--- src/hdl/acl_pkg.sv ---
// shared types, codes and constants of the access check engine
// no dependencies
package acl_pkg;

  typedef enum logic [2:0] {
    MODE_CLEAR     = 3'd0,
    MODE_ADD_GROUP = 3'd1,
    MODE_MARK      = 3'd2,
    MODE_ADD_ENTRY = 3'd3,
    MODE_SORT      = 3'd4,
    MODE_CUT       = 3'd5,
    MODE_EVAL      = 3'd6,
    MODE_NOP       = 3'd7
  } mode_e;

  typedef enum logic [2:0] {
    CFG_USER      = 3'd0,
    CFG_OWNER     = 3'd1,
    CFG_TOKEN_LVL = 3'd2,
    CFG_OBJ_LABEL = 3'd3,
    CFG_NO_RD_UP  = 3'd4,
    CFG_TAKE_PRIV = 3'd5,
    CFG_NULL_LIST = 3'd6,
    CFG_SPARE     = 3'd7
  } cfg_idx_e;

  typedef enum logic [1:0] {
    ST_OK         = 2'd0,
    ST_FULL       = 2'd1,
    ST_EMPTY_MASK = 2'd2,
    ST_SPARE      = 2'd3
  } status_e;

  typedef enum logic [2:0] {
    RSN_NONE      = 3'd0,
    RSN_INTEGRITY = 3'd1,
    RSN_OWNER     = 3'd2,
    RSN_NULL      = 3'd3,
    RSN_EMPTY     = 3'd4,
    RSN_DENY      = 3'd5,
    RSN_ALLOWS    = 3'd6,
    RSN_EXHAUSTED = 3'd7
  } reason_e;

  typedef enum logic [1:0] {
    M_NONE      = 2'd0,
    M_FULL      = 2'd1,
    M_DENY_ONLY = 2'd2,
    M_SPARE     = 2'd3
  } match_e;

  typedef enum logic [4:0] {
    S_IDLE,
    S_MARK_RD,
    S_MARK_CHK,
    S_SORT_I,
    S_SORT_E,
    S_SORT_J,
    S_SORT_PUT,
    S_CUT_RD,
    S_CUT_CHK,
    S_OWN_RD,
    S_OWN_CHK,
    S_ORE_RD,
    S_ORE_CHK,
    S_PRE,
    S_WALK_RD,
    S_WALK_CHK,
    S_WG_RD,
    S_WG_CHK,
    S_OUT
  } state_e;

  localparam logic [6:0]  WRITE_KIND      = 7'h6A;
  localparam logic [6:0]  READ_EXEC       = 7'h05;
  localparam logic [6:0]  OWNER_IMPLICIT  = 7'h30;
  localparam logic [6:0]  TAKE_OWNER      = 7'h40;
  localparam logic [15:0] ID_EVERYONE     = 16'd0;
  localparam logic [15:0] ID_OWNER_RIGHTS = 16'd1;

  typedef struct packed {
    logic [15:0] id;
    logic [6:0]  rights;
    logic        deny;
    logic        inh;
  } entry_t;

  typedef struct packed {
    logic [15:0] id;
    logic        deny_only;
  } group_t;

  typedef struct packed {
    logic [1:0] status;
    logic       granted;
    logic [2:0] reason;
    logic [6:0] granted_rights;
    logic [6:0] missing_rights;
    logic [5:0] deciding_entry;
  } rsp_t;

  function automatic logic [1:0] order_class(entry_t e);
    return {e.inh, ~e.deny};
  endfunction

endpackage

--- src/hdl/acl_if.sv ---
// request and response channels of the access check engine
// valid/ready handshake, no dependencies
interface acl_req_if;
  logic        valid;
  logic        ready;
  logic [2:0]  mode;
  logic [15:0] sid;
  logic [6:0]  rights;
  logic        is_deny;
  logic        inherited;
  logic        keep_inherited;
  modport source (output valid, mode, sid, rights, is_deny, inherited, keep_inherited,
                  input ready);
  modport sink (input valid, mode, sid, rights, is_deny, inherited, keep_inherited,
                output ready);
endinterface

interface acl_rsp_if;
  logic       valid;
  logic       ready;
  logic [1:0] status;
  logic       access_granted;
  logic [2:0] decision_reason;
  logic [6:0] granted_rights;
  logic [6:0] missing_rights;
  logic [5:0] deciding_entry;
  modport source (output valid, status, access_granted, decision_reason, granted_rights,
                  missing_rights, deciding_entry, input ready);
  modport sink (input valid, status, access_granted, decision_reason, granted_rights,
                missing_rights, deciding_entry, output ready);
endinterface

--- src/hdl/acl_access_check_engine.sv ---
// access check engine top level: entry and group memories plus sequencer
// depends on acl_pkg and the channel interfaces in acl_if.sv
//
// usage: one request item in on req_i, exactly one response item out on rsp_o.
// config registers are written through cfg_we_i/cfg_idx_i/cfg_wdata_i while idle.
// edits that touch at most one slot (clear, append group, append entry) and rejected
// evaluations go straight to the output state. mark deny-only sweeps the group
// memory; cut inheritance sweeps the entry memory. the sort is an insertion sort
// on the entry memory, which has one read and one write port. evaluate sweeps
// groups then entries and walks the entries, and an entry whose id needs a group
// lookup adds a group sweep; all loops run on the registered memory reads.
// one item is worked on at a time; a finished response waits in an output
// register, so a stalled receiver holds the response while the next item is
// accepted and worked on, and the engine waits only when that one is done.
// reset empties both tables and restores config defaults; no clearing pass.
module acl_access_check_engine #(
  parameter int ENTRY_DEPTH = 32,
  parameter int GROUP_DEPTH = 16,
  parameter int ID_BITS     = 16
) (
  input  logic        clk_i,
  input  logic        rst_ni,
  input  logic        cfg_we_i,
  input  logic [2:0]  cfg_idx_i,
  input  logic [15:0] cfg_wdata_i,
  acl_req_if.sink     req_i,
  acl_rsp_if.source   rsp_o
);
  import acl_pkg::*;

  localparam int EAW = (ENTRY_DEPTH > 1) ? $clog2(ENTRY_DEPTH) : 1;
  localparam int ECW = $clog2(ENTRY_DEPTH + 1);
  localparam int GAW = (GROUP_DEPTH > 1) ? $clog2(GROUP_DEPTH) : 1;
  localparam int GCW = $clog2(GROUP_DEPTH + 1);
  localparam logic [15:0] ID_MASK = 16'((64'd1 << ID_BITS) - 64'd1);
  localparam logic [5:0] NO_ENTRY = 6'(ENTRY_DEPTH);

  entry_t e_mem [ENTRY_DEPTH];
  group_t g_mem [GROUP_DEPTH];
  entry_t e_rdata_q, e_wdata;
  group_t g_rdata_q, g_wdata;
  logic [EAW-1:0] e_raddr, e_waddr;
  logic [GAW-1:0] g_waddr;
  logic e_we, g_we;

  state_e state_q, state_d;
  logic [ECW-1:0] idx_q, idx_d, s_q, s_d, n_q, n_d, ecount_q, ecount_d;
  logic [GCW-1:0] gidx_q, gidx_d, gcount_q, gcount_d;
  entry_t cur_q, cur_d;
  logic [6:0]  req_q, req_d, given_q, given_d;
  logic [15:0] sid_q, sid_d;
  logic keep_q, keep_d, own_q, own_d, ore_q, ore_d;
  rsp_t pend_q, pend_d, out_q, out_d;
  logic ov_q, ov_d;

  logic [15:0] user_q, owner_q;
  logic [1:0]  tok_q, lbl_q;
  logic nru_q, priv_q, null_q;

  // config registers
  always_ff @(posedge clk_i or negedge rst_ni) begin
    if (!rst_ni) begin
      user_q  <= '0;
      owner_q <= '0;
      tok_q   <= 2'd1;
      lbl_q   <= 2'd1;
      nru_q   <= 1'b0;
      priv_q  <= 1'b0;
      null_q  <= 1'b0;
    end else if (cfg_we_i) begin
      unique case (cfg_idx_i)
        CFG_USER:      user_q  <= cfg_wdata_i & ID_MASK;
        CFG_OWNER:     owner_q <= cfg_wdata_i & ID_MASK;
        CFG_TOKEN_LVL: tok_q   <= cfg_wdata_i[1:0];
        CFG_OBJ_LABEL: lbl_q   <= cfg_wdata_i[1:0];
        CFG_NO_RD_UP:  nru_q   <= cfg_wdata_i[0];
        CFG_TAKE_PRIV: priv_q  <= cfg_wdata_i[0];
        CFG_NULL_LIST: null_q  <= cfg_wdata_i[0];
        default: ;
      endcase
    end
  end

  // memories
  always_ff @(posedge clk_i) begin
    if (e_we) e_mem[e_waddr] <= e_wdata;
    e_rdata_q <= e_mem[e_raddr];
  end

  always_ff @(posedge clk_i) begin
    if (g_we) g_mem[g_waddr] <= g_wdata;
    g_rdata_q <= g_mem[gidx_q[GAW-1:0]];
  end

  // shared conditions
  logic in_acc, out_free, e_end, g_end, sort_end, cls_gt, s_last;
  logic e_full, g_full, integ_fail, quick, g_hit, apply_now;
  logic hit_deny, hit_allow, pre_grant;
  logic [6:0] forbid, refused, given_new, pre_given;
  logic [15:0] sid_m;
  entry_t ent_cur;
  match_e m;

  assign in_acc   = req_i.valid && req_i.ready;
  assign out_free = !ov_q || rsp_o.ready;
  assign e_end    = idx_q == ecount_q;
  assign g_end    = gidx_q == gcount_q;
  assign sort_end = idx_q >= ecount_q;
  assign cls_gt   = order_class(e_rdata_q) > order_class(cur_q);
  assign s_last   = s_q == ECW'(1);
  assign e_full   = ecount_q == ECW'(ENTRY_DEPTH);
  assign g_full   = gcount_q == GCW'(GROUP_DEPTH);
  assign sid_m    = req_i.sid & ID_MASK;
  assign forbid   = WRITE_KIND | (nru_q ? READ_EXEC : 7'd0);
  assign integ_fail = (tok_q < lbl_q) && ((req_i.rights & forbid) != 7'd0);

  assign ent_cur  = (state_q == S_WALK_CHK) ? e_rdata_q : cur_q;
  assign quick    = (e_rdata_q.id == ID_EVERYONE) || (e_rdata_q.id == user_q) ||
                    (e_rdata_q.id == ID_OWNER_RIGHTS);
  assign g_hit    = g_rdata_q.id == cur_q.id;

  always_comb begin
    m = M_NONE;
    apply_now = 1'b0;
    case (state_q)
      S_WALK_CHK: begin
        apply_now = quick;
        if ((e_rdata_q.id == ID_EVERYONE) || (e_rdata_q.id == user_q)) m = M_FULL;
        else if (own_q) m = M_FULL;
      end
      S_WG_RD: apply_now = g_end;
      S_WG_CHK: begin
        apply_now = g_hit;
        m = g_rdata_q.deny_only ? M_DENY_ONLY : M_FULL;
      end
      default: ;
    endcase
  end

  assign refused   = ent_cur.rights & req_q & ~given_q;
  assign given_new = given_q | (ent_cur.rights & req_q);
  assign hit_deny  = apply_now && (m != M_NONE) && ent_cur.deny && (refused != 7'd0);
  assign hit_allow = apply_now && (m == M_FULL) && !ent_cur.deny && (given_new == req_q);

  assign pre_given = (req_q & TAKE_OWNER & {7{priv_q}}) |
                     ((own_q && !ore_q) ? (req_q & OWNER_IMPLICIT) : 7'd0);
  assign pre_grant = (pre_given == req_q) || null_q || (ecount_q == '0);

  // next state
  always_comb begin
    state_d = state_q;
    unique case (state_q)
      S_IDLE: begin
        if (in_acc) begin
          unique case (req_i.mode)
            MODE_MARK: state_d = S_MARK_RD;
            MODE_SORT: state_d = S_SORT_I;
            MODE_CUT:  state_d = S_CUT_RD;
            MODE_EVAL: state_d = ((req_i.rights == 7'd0) || integ_fail) ? S_OUT : S_OWN_RD;
            default:   state_d = S_OUT;
          endcase
        end
      end
      S_MARK_RD:  state_d = g_end ? S_OUT : S_MARK_CHK;
      S_MARK_CHK: state_d = S_MARK_RD;
      S_SORT_I:   state_d = sort_end ? S_OUT : S_SORT_E;
      S_SORT_E:   state_d = S_SORT_J;
      S_SORT_J:   state_d = cls_gt ? (s_last ? S_SORT_PUT : S_SORT_J) : S_SORT_I;
      S_SORT_PUT: state_d = S_SORT_I;
      S_CUT_RD:   state_d = e_end ? S_OUT : S_CUT_CHK;
      S_CUT_CHK:  state_d = S_CUT_RD;
      S_OWN_RD:   state_d = g_end ? S_ORE_RD : S_OWN_CHK;
      S_OWN_CHK:  state_d = S_OWN_RD;
      S_ORE_RD:   state_d = e_end ? S_PRE : S_ORE_CHK;
      S_ORE_CHK:  state_d = S_ORE_RD;
      S_PRE:      state_d = pre_grant ? S_OUT : S_WALK_RD;
      S_WALK_RD:  state_d = e_end ? S_OUT : S_WALK_CHK;
      S_WALK_CHK: state_d = !quick ? S_WG_RD : ((hit_deny || hit_allow) ? S_OUT : S_WALK_RD);
      S_WG_RD:    state_d = !g_end ? S_WG_CHK : ((hit_deny || hit_allow) ? S_OUT : S_WALK_RD);
      S_WG_CHK:   state_d = !g_hit ? S_WG_RD : ((hit_deny || hit_allow) ? S_OUT : S_WALK_RD);
      S_OUT:      state_d = out_free ? S_IDLE : S_OUT;
      default:    state_d = S_IDLE;
    endcase
  end

  // datapath and memory control
  always_comb begin
    idx_d = idx_q;  s_d = s_q;  n_d = n_q;  gidx_d = gidx_q;
    ecount_d = ecount_q;  gcount_d = gcount_q;
    cur_d = cur_q;  req_d = req_q;  given_d = given_q;  sid_d = sid_q;
    keep_d = keep_q;  own_d = own_q;  ore_d = ore_q;
    pend_d = pend_q;  out_d = out_q;
    ov_d = ov_q && !rsp_o.ready;
    e_we = 1'b0;  e_waddr = idx_q[EAW-1:0];  e_wdata = cur_q;
    g_we = 1'b0;  g_waddr = gidx_q[GAW-1:0];  g_wdata = g_rdata_q;
    e_raddr = idx_q[EAW-1:0];

    case (state_q)
      S_IDLE: begin
        if (in_acc) begin
          pend_d = '{status: ST_OK, granted: 1'b0, reason: RSN_NONE,
                     granted_rights: 7'd0, missing_rights: 7'd0,
                     deciding_entry: NO_ENTRY};
          sid_d  = sid_m;
          req_d  = req_i.rights;
          keep_d = req_i.keep_inherited;
          gidx_d = '0;
          idx_d  = '0;
          n_d    = '0;
          own_d  = user_q == owner_q;
          ore_d  = 1'b0;
          unique case (req_i.mode)
            MODE_CLEAR: begin
              ecount_d = '0;
              gcount_d = '0;
            end
            MODE_ADD_GROUP: begin
              if (g_full) begin
                pend_d.status = ST_FULL;
              end else begin
                g_we     = 1'b1;
                g_waddr  = gcount_q[GAW-1:0];
                g_wdata  = '{id: sid_m, deny_only: 1'b0};
                gcount_d = gcount_q + GCW'(1);
              end
            end
            MODE_ADD_ENTRY: begin
              if (e_full) begin
                pend_d.status = ST_FULL;
              end else begin
                e_we     = 1'b1;
                e_waddr  = ecount_q[EAW-1:0];
                e_wdata  = '{id: sid_m, rights: req_i.rights, deny: req_i.is_deny,
                             inh: req_i.inherited};
                ecount_d = ecount_q + ECW'(1);
              end
            end
            MODE_SORT: idx_d = ECW'(1);
            MODE_EVAL: begin
              if (req_i.rights == 7'd0) begin
                pend_d.status = ST_EMPTY_MASK;
              end else if (integ_fail) begin
                pend_d.reason = RSN_INTEGRITY;
                pend_d.missing_rights = req_i.rights & forbid;
              end
            end
            default: ;
          endcase
        end
      end
      S_MARK_CHK: begin
        if (g_rdata_q.id == sid_q) begin
          g_we    = 1'b1;
          g_wdata = '{id: g_rdata_q.id, deny_only: 1'b1};
        end
        gidx_d = gidx_q + GCW'(1);
      end
      S_SORT_E: begin
        cur_d   = e_rdata_q;
        s_d     = idx_q;
        e_raddr = EAW'(idx_q - ECW'(1));
      end
      S_SORT_J: begin
        e_raddr = EAW'(s_q - ECW'(2));
        e_we    = 1'b1;
        e_waddr = s_q[EAW-1:0];
        if (cls_gt) begin
          e_wdata = e_rdata_q;
          s_d     = s_q - ECW'(1);
        end else begin
          e_wdata = cur_q;
          idx_d   = idx_q + ECW'(1);
        end
      end
      S_SORT_PUT: begin
        e_we    = 1'b1;
        e_waddr = s_q[EAW-1:0];
        e_wdata = cur_q;
        idx_d   = idx_q + ECW'(1);
      end
      S_CUT_RD: begin
        if (e_end) ecount_d = n_q;
      end
      S_CUT_CHK: begin
        if (!(e_rdata_q.inh && !keep_q)) begin
          e_we    = 1'b1;
          e_waddr = n_q[EAW-1:0];
          e_wdata = '{id: e_rdata_q.id, rights: e_rdata_q.rights, deny: e_rdata_q.deny,
                      inh: 1'b0};
          n_d     = n_q + ECW'(1);
        end
        idx_d = idx_q + ECW'(1);
      end
      S_OWN_CHK: begin
        if (!g_rdata_q.deny_only && (g_rdata_q.id == owner_q)) own_d = 1'b1;
        gidx_d = gidx_q + GCW'(1);
      end
      S_ORE_CHK: begin
        if (e_rdata_q.id == ID_OWNER_RIGHTS) ore_d = 1'b1;
        idx_d = idx_q + ECW'(1);
      end
      S_PRE: begin
        given_d = pre_given;
        idx_d   = '0;
        if (pre_given == req_q) begin
          pend_d.granted = 1'b1;
          pend_d.reason  = RSN_OWNER;
          pend_d.granted_rights = req_q;
        end else if (null_q) begin
          pend_d.granted = 1'b1;
          pend_d.reason  = RSN_NULL;
          pend_d.granted_rights = req_q;
        end else if (ecount_q == '0) begin
          pend_d.reason = RSN_EMPTY;
          pend_d.granted_rights = pre_given;
          pend_d.missing_rights = req_q & ~pre_given;
        end
      end
      S_WALK_RD: begin
        if (e_end) begin
          pend_d.reason = RSN_EXHAUSTED;
          pend_d.granted_rights = given_q;
          pend_d.missing_rights = req_q & ~given_q;
        end
      end
      S_WG_CHK: begin
        if (!g_hit) gidx_d = gidx_q + GCW'(1);
      end
      S_OUT: begin
        if (out_free) begin
          out_d = pend_q;
          ov_d  = 1'b1;
        end
      end
      default: ;
    endcase

    if (state_q == S_WALK_CHK) begin
      cur_d  = e_rdata_q;
      gidx_d = '0;
    end
    if (apply_now) begin
      if (hit_deny) begin
        pend_d.reason = RSN_DENY;
        pend_d.granted_rights = given_q;
        pend_d.missing_rights = refused;
        pend_d.deciding_entry = 6'(idx_q);
      end else if (hit_allow) begin
        pend_d.granted = 1'b1;
        pend_d.reason  = RSN_ALLOWS;
        pend_d.granted_rights = req_q;
        pend_d.deciding_entry = 6'(idx_q);
      end else begin
        if ((m == M_FULL) && !ent_cur.deny) given_d = given_new;
        idx_d = idx_q + ECW'(1);
      end
    end
  end

  always_ff @(posedge clk_i or negedge rst_ni) begin
    if (!rst_ni) begin
      state_q  <= S_IDLE;
      ecount_q <= '0;
      gcount_q <= '0;
      ov_q     <= 1'b0;
    end else begin
      state_q  <= state_d;
      ecount_q <= ecount_d;
      gcount_q <= gcount_d;
      ov_q     <= ov_d;
    end
  end

  always_ff @(posedge clk_i) begin
    idx_q   <= idx_d;
    s_q     <= s_d;
    n_q     <= n_d;
    gidx_q  <= gidx_d;
    cur_q   <= cur_d;
    req_q   <= req_d;
    given_q <= given_d;
    sid_q   <= sid_d;
    keep_q  <= keep_d;
    own_q   <= own_d;
    ore_q   <= ore_d;
    pend_q  <= pend_d;
    out_q   <= out_d;
  end

  assign req_i.ready           = state_q == S_IDLE;
  assign rsp_o.valid           = ov_q;
  assign rsp_o.status          = out_q.status;
  assign rsp_o.access_granted  = out_q.granted;
  assign rsp_o.decision_reason = out_q.reason;
  assign rsp_o.granted_rights  = out_q.granted_rights;
  assign rsp_o.missing_rights  = out_q.missing_rights;
  assign rsp_o.deciding_entry  = out_q.deciding_entry;

  a_count_bound: assert property (@(posedge clk_i) disable iff (!rst_ni)
    ecount_q <= ECW'(ENTRY_DEPTH) && gcount_q <= GCW'(GROUP_DEPTH))
    else $error("table count beyond depth");

  a_grant_clean: assert property (@(posedge clk_i) disable iff (!rst_ni)
    rsp_o.valid && rsp_o.access_granted |->
      rsp_o.missing_rights == 7'd0 && rsp_o.status == ST_OK)
    else $error("granted item with missing rights");

  a_entry_reason: assert property (@(posedge clk_i) disable iff (!rst_ni)
    rsp_o.valid && rsp_o.deciding_entry != NO_ENTRY |->
      rsp_o.decision_reason == RSN_DENY || rsp_o.decision_reason == RSN_ALLOWS)
    else $error("deciding entry without entry reason");

  a_busy_after_accept: assert property (@(posedge clk_i) disable iff (!rst_ni)
    in_acc |=> state_q != S_IDLE)
    else $error("accepted item left no work");

endmodule

--- src/flat_wrapper.sv ---
// flat-port wrapper written by rule: the top's interface ports become plain ports
module acl_access_check_engine_flat import acl_pkg::*;
#(
  parameter int ENTRY_DEPTH = 32,
  parameter int GROUP_DEPTH = 16,
  parameter int ID_BITS     = 16
)
  (clk_i, rst_ni, cfg_we_i, cfg_idx_i, cfg_wdata_i, req_i_valid, req_i_mode, req_i_sid, req_i_rights, req_i_is_deny, req_i_inherited, req_i_keep_inherited, req_i_ready, rsp_o_valid, rsp_o_status, rsp_o_access_granted, rsp_o_decision_reason, rsp_o_granted_rights, rsp_o_missing_rights, rsp_o_deciding_entry, rsp_o_ready);
  acl_req_if req_i_i ();
  acl_rsp_if rsp_o_i ();
  input  logic clk_i;
  input  logic rst_ni;
  input  logic cfg_we_i;
  input  logic [2:0] cfg_idx_i;
  input  logic [15:0] cfg_wdata_i;
  input wire logic [$bits(req_i_i.valid)-1:0] req_i_valid;
  input wire logic [$bits(req_i_i.mode)-1:0] req_i_mode;
  input wire logic [$bits(req_i_i.sid)-1:0] req_i_sid;
  input wire logic [$bits(req_i_i.rights)-1:0] req_i_rights;
  input wire logic [$bits(req_i_i.is_deny)-1:0] req_i_is_deny;
  input wire logic [$bits(req_i_i.inherited)-1:0] req_i_inherited;
  input wire logic [$bits(req_i_i.keep_inherited)-1:0] req_i_keep_inherited;
  output wire logic [$bits(req_i_i.ready)-1:0] req_i_ready;
  output wire logic [$bits(rsp_o_i.valid)-1:0] rsp_o_valid;
  output wire logic [$bits(rsp_o_i.status)-1:0] rsp_o_status;
  output wire logic [$bits(rsp_o_i.access_granted)-1:0] rsp_o_access_granted;
  output wire logic [$bits(rsp_o_i.decision_reason)-1:0] rsp_o_decision_reason;
  output wire logic [$bits(rsp_o_i.granted_rights)-1:0] rsp_o_granted_rights;
  output wire logic [$bits(rsp_o_i.missing_rights)-1:0] rsp_o_missing_rights;
  output wire logic [$bits(rsp_o_i.deciding_entry)-1:0] rsp_o_deciding_entry;
  input wire logic [$bits(rsp_o_i.ready)-1:0] rsp_o_ready;
  assign req_i_i.valid = req_i_valid;
  assign req_i_i.mode = req_i_mode;
  assign req_i_i.sid = req_i_sid;
  assign req_i_i.rights = req_i_rights;
  assign req_i_i.is_deny = req_i_is_deny;
  assign req_i_i.inherited = req_i_inherited;
  assign req_i_i.keep_inherited = req_i_keep_inherited;
  assign req_i_ready = req_i_i.ready;
  assign rsp_o_valid = rsp_o_i.valid;
  assign rsp_o_status = rsp_o_i.status;
  assign rsp_o_access_granted = rsp_o_i.access_granted;
  assign rsp_o_decision_reason = rsp_o_i.decision_reason;
  assign rsp_o_granted_rights = rsp_o_i.granted_rights;
  assign rsp_o_missing_rights = rsp_o_i.missing_rights;
  assign rsp_o_deciding_entry = rsp_o_i.deciding_entry;
  assign rsp_o_i.ready = rsp_o_ready;
  acl_access_check_engine #(.ENTRY_DEPTH(ENTRY_DEPTH), .GROUP_DEPTH(GROUP_DEPTH), .ID_BITS(ID_BITS)) u_core (.clk_i(clk_i), .rst_ni(rst_ni), .cfg_we_i(cfg_we_i), .cfg_idx_i(cfg_idx_i), .cfg_wdata_i(cfg_wdata_i), .req_i(req_i_i), .rsp_o(rsp_o_i));
endmodule
--- config.mk ---
export PLATFORM = sky130hd
export DESIGN_NAME = acl_access_check_engine_flat
export DESIGN_NICKNAME = d
export VERILOG_FILES = /design/src/hdl/acl_pkg.sv /design/src/hdl/acl_if.sv /design/src/hdl/acl_access_check_engine.sv /design/src/flat_wrapper.sv
export SDC_FILE = /design/constraint.sdc
export NUM_CORES = 2
export LEC_CHECK = 0
export ABC_CLOCK_PERIOD_IN_PS = 7600
export BUFFER_PORTS_ARGS = -buffer_cell sky130_fd_sc_hd__buf_2
export CAP_MARGIN = 0
export CORE_AREA = 2 2 372 374
export DETAILED_ROUTE_END_ITERATION = 6
export DIE_AREA = 0 0 374 376
export GPL_TIMING_DRIVEN = 0
export SETUP_SLACK_MARGIN = 0.4
export SYNTH_ARGS = -nofsm -noshare
export SYNTH_HDL_FRONTEND = slang
export SYNTH_SLANG_ARGS = --single-unit
export TNS_END_PERCENT = 20
--- constraint.sdc ---
create_clock -name clk_i -period 7.6 [get_ports clk_i]
set_input_delay 1.52 -clock clk_i [delete_from_list [all_inputs] [get_ports clk_i]]
set_output_delay 1.52 -clock clk_i [all_outputs]
set_load 0.1 [all_outputs]
==> flow_summary_export.csv <==
group,metric,value,unit
min_path,min_delay_path_depth,0,
route,drt_iter0_markers,2805,
critical_path,slowest_stage,"clkbuf_1",
route,wl_met1,60360,um
final_layout,finalNonFillerCells,5403,
timing,setup_violations,0,
clock_network,clk_pin_slew,70,ps
final_layout,num-fill-cells,11620,
critical_path,critPathMaxStageDelay,910,ps
logic_synthesis,syn_nets,3319,
clock_network,cts_root_buf,"clkbuf_16",
global_routing,grt_max_degree,57,
power,powerDensity,374.4,nW/um^2
logic_synthesis,postSynthCellCount,3244,
timing,tightest_slew,1431,ps
timing,skew,46.88,ps
die,chipHeight,376,um
power,p_sw,7.903,mW
status,status,"finished, final reports clean",
run,maxCapViolations,0,
route,met2_length,64310,um
logic_synthesis,yosys.area.top_type,"edfxtp_1",
critical_path,crit_chain,"buf_2 -> nand2b_1 -> clkbuf_1 -> nor3_4 -> mux2i_1 -> clkbuf_1 -> buf_2 -> mux2i_1 -> mux2i_1 -> mux2i_1 -> mux2i_1 -> mux2_2",
die,rows,136,
route,drc_errors,0,
timing,hold_viol,0,
die,ioPinCount,81,
global_routing,grt_first_pass_wirelength,198800,um
power,peakVddDrop,0.2259,mV
timing,min_period,4833,ps
clock_network,post_cts_buffers,0,
clock_network,cts_buffer_depth,3,
place,dpl-instance-area,58260,um^2
route,routed_wirelength,136400,um
timing,timing.slew.headroom,3.732,%
timing,fin_setup_tns,0,ps
logic_synthesis,synth_edf_count,1163,
clock_network,htreeDepth,4,
die,die_x,374,um
critical_path,cp-end-kind,"register",
power,internal-power,15.55,mW
global_routing,grt_usage,19.21,%
power,seqPwrFrac,41.8,%
power,power,23.46,mW
timing,worst_slack,2767,ps
place,post-place-cells,5154,
power,p_sw_share,33.69,%
logic_synthesis,synth_top_area_share,64.19,%
place,place_ws,2205,ps
logic_synthesis,ys_warn_count,0,
route,ant_nets,0,
min_path,hold_path_class,"register to register",
critical_path,crit_path_start_kind,"register",
place,place_congestion,0.8929,
logic_synthesis,ys_seq_area_share,69.86,%
final_layout,layout-drive-gt1-share,17.52,%
logic_synthesis,syn_area,54400,um^2
global_routing,grt_overflow,0,
critical_path,crit_top_cell,"mux2i_1",
min_path,worst_hold_path.endpoint,"u_core.rsp_o.deciding_entry[1]$_DFFE_PP_",
logic_synthesis,ys_ff_latch,1303,
critical_path,rr_startpoint,"u_core.state_q[3]$_DFFE_PN0P_",
critical_path,cp.required,8230,ps
clock_network,cts_buffers,137,
final_layout,final_area,62640,um^2
timing,hold_ws,407.5,ps
clock_network,cts_hold_buffers,0,
route,wl_per_cell,25.24,um
clock_network,cts_tree,"done",
power,power_leakage,22.73,nW
route,wl_met3,8098,um
logic_synthesis,yosysUniqueCellTypes,80,
critical_path,arrival,5470,ps
critical_path,ff2ff_path_depth,12,
route,top_layer,"met5",
critical_path,setup.worst_path.start,"u_core.state_q[3]$_DFFE_PN0P_",
die,die_area,140600,um^2
timing,rsz0062_at_grt,"false",
logic_synthesis,synth_top_flop_cell,"edfxtp_1",
place,place.port_buffers,78,
critical_path,crit_type,"register to register",
timing,timing.final.crit_share,63.59,%
global_routing,grt_pass1_vias,29570,
die,start_util,39.81,%
critical_path,r2r_slack,2770,ps
place,dpl.hpwl,90590,um
logic_synthesis,syn_avg_cell_area,16.77,um^2
timing,slew_viol_final,0,
clock_network,numClockSinks,1303,
clock_network,cts_resized,0,
logic_synthesis,async_reset_ff_share,4.298,%
global_routing,antenna_found_initial,13,
power,clkPwrFrac,27.9,%
timing,max_freq,0.2069,GHz
critical_path,rr_endpoint,"u_core.e_rdata_q[13]$_DFF_P_",
min_path,min_from,"u_core.pend_q[1]$_DFF_P_",
final_layout,nets,3574,
power,p_comb_share,30.3,%
clock_network,clk_latency,790,ps
logic_synthesis,synthTopCellsByArea,"edfxtp_1 64%, mux2i_1 14%, mux4_2 3.5%, dfxtp_1 3.1%, dfrtp_1 2.5%",
final_layout,utilization,45.85,%
route,drt_pass1_iterations,7,
die,core_area,136600,um^2
route,vias,29560,
final_layout,area_delta_synth_final,15.15,%
critical_path,cp_max_fo,10,
route,vias_per_cell,5.470,
## worst max-delay path by stage
stage | endpoint | slack, ps | cells past startpoint
global placement | u_core.e_mem[27][11]$_DFFE_PP_ | 1150 | 9
detailed placement | u_core.e_mem[24][9]$_DFFE_PP_ | 2210 | 8
floorplan | u_core.e_mem[28][0]$_DFFE_PP_ | 2690 | 8
CTS | u_core.e_rdata_q[13]$_DFF_P_ | 2900 | 12
global route | u_core.e_rdata_q[13]$_DFF_P_ | 2680 | 12
finish | u_core.e_rdata_q[13]$_DFF_P_ | 2770 | 12
## power groups by stage
stage | sequential [mW] | clock [mW] | combinational [mW]
final | 9.81 | 6.54 | 7.11
after global routing | 9.85 | 6.93 | 7.58
after CTS | 9.80 | 6.66 | 7.17
after detailed placement | 9.95 | 0 | 7.15
after global placement | 9.96 | 0 | 6.92
after floorplan | 9.80 | 0 | 4.62
## routing by layer
| layer | up-vias | track usage [%] |
|---|---|---|
| li1 | 13220 | - |
| met1 | 15120 | 26.63 |
| met2 | 980 | 30.96 |
| met3 | 229 | 3.208 |
| met4 | 6 | 6.088 |
| met5 | - | 0 |
## layout make-up
class | instances | area (um^2) | area share, %
sequential | 1303 | 38010 | 60.67
multi-input combinational | 1743 | 15840 | 25.28
clock buffer | 179 | 3729 | 5.952
tap | 1794 | 2245 | 3.583
timing repair buffer | 116 | 1321 | 2.109
buffer | 154 | 696.9 | 1.113
clock inverter | 68 | 636.9 | 1.017
inverter | 44 | 165.2 | 0.2636
antenna | 2 | 5.005 | 0.007989
## Yosys cell counts, types with 40 or more instances
| cell | count |
|---|---|
| buf_2 | 89 |
| a21oi_1 | 40 |
| clkbuf_1 | 48 |
| mux2_2 | 80 |
| dfrtp_1 | 54 |
| o21ai_0 | 40 |
| mux2i_1 | 761 |
| dfxtp_1 | 84 |
| nor2_1 | 126 |
| mux4_2 | 85 |
| nand2_1 | 124 |
| inv_1 | 43 |
| xnor2_1 | 63 |
| edfxtp_1 | 1163 |
## flip-flops by register name, indices dropped and copies added (netlist names), 17 cells and up
name	count
u_core.e_mem	800
u_core.g_mem	272
u_core.pend_q	26
u_core.cur_q	25
u_core.e_rdata_q	25
u_core.g_rdata_q	17
## critical path: cells and delay by family, from the launching register on
family	cells	cell delay, ps
simple gates	2	570
flops	1	360
buf+inv	4	1780
mux	6	1940
## cells by family after synthesis
kind of cell	Yosys count	synth area share (%)
xor gates and xnor gates	99	1.594
muxes	928	19.22
buffers and inverters	198	1.585
AOI/OAI and AO/OA	265	3.415
and+or+nand+nor	429	3.818
DFF	1303	69.86
adders and majority gates	22	0.5060
## cell usage in the layout, fill, tap and decap left out, drive strengths merged, types with 28 or more instances in the layout
master and count:
nand3 28, mux2i 761, a21oi 44, nor2 128, edfxtp 1163, clkbuf 227, mux4 85, xnor2 63
mux2 82, buf 222, xor2 36, clkinv 48, nor3 32, nand2 124, o21ai 60, inv 54
dfxtp 84, a22oi 36, dfrtp 54
Power figures use the tool's default switching activity.
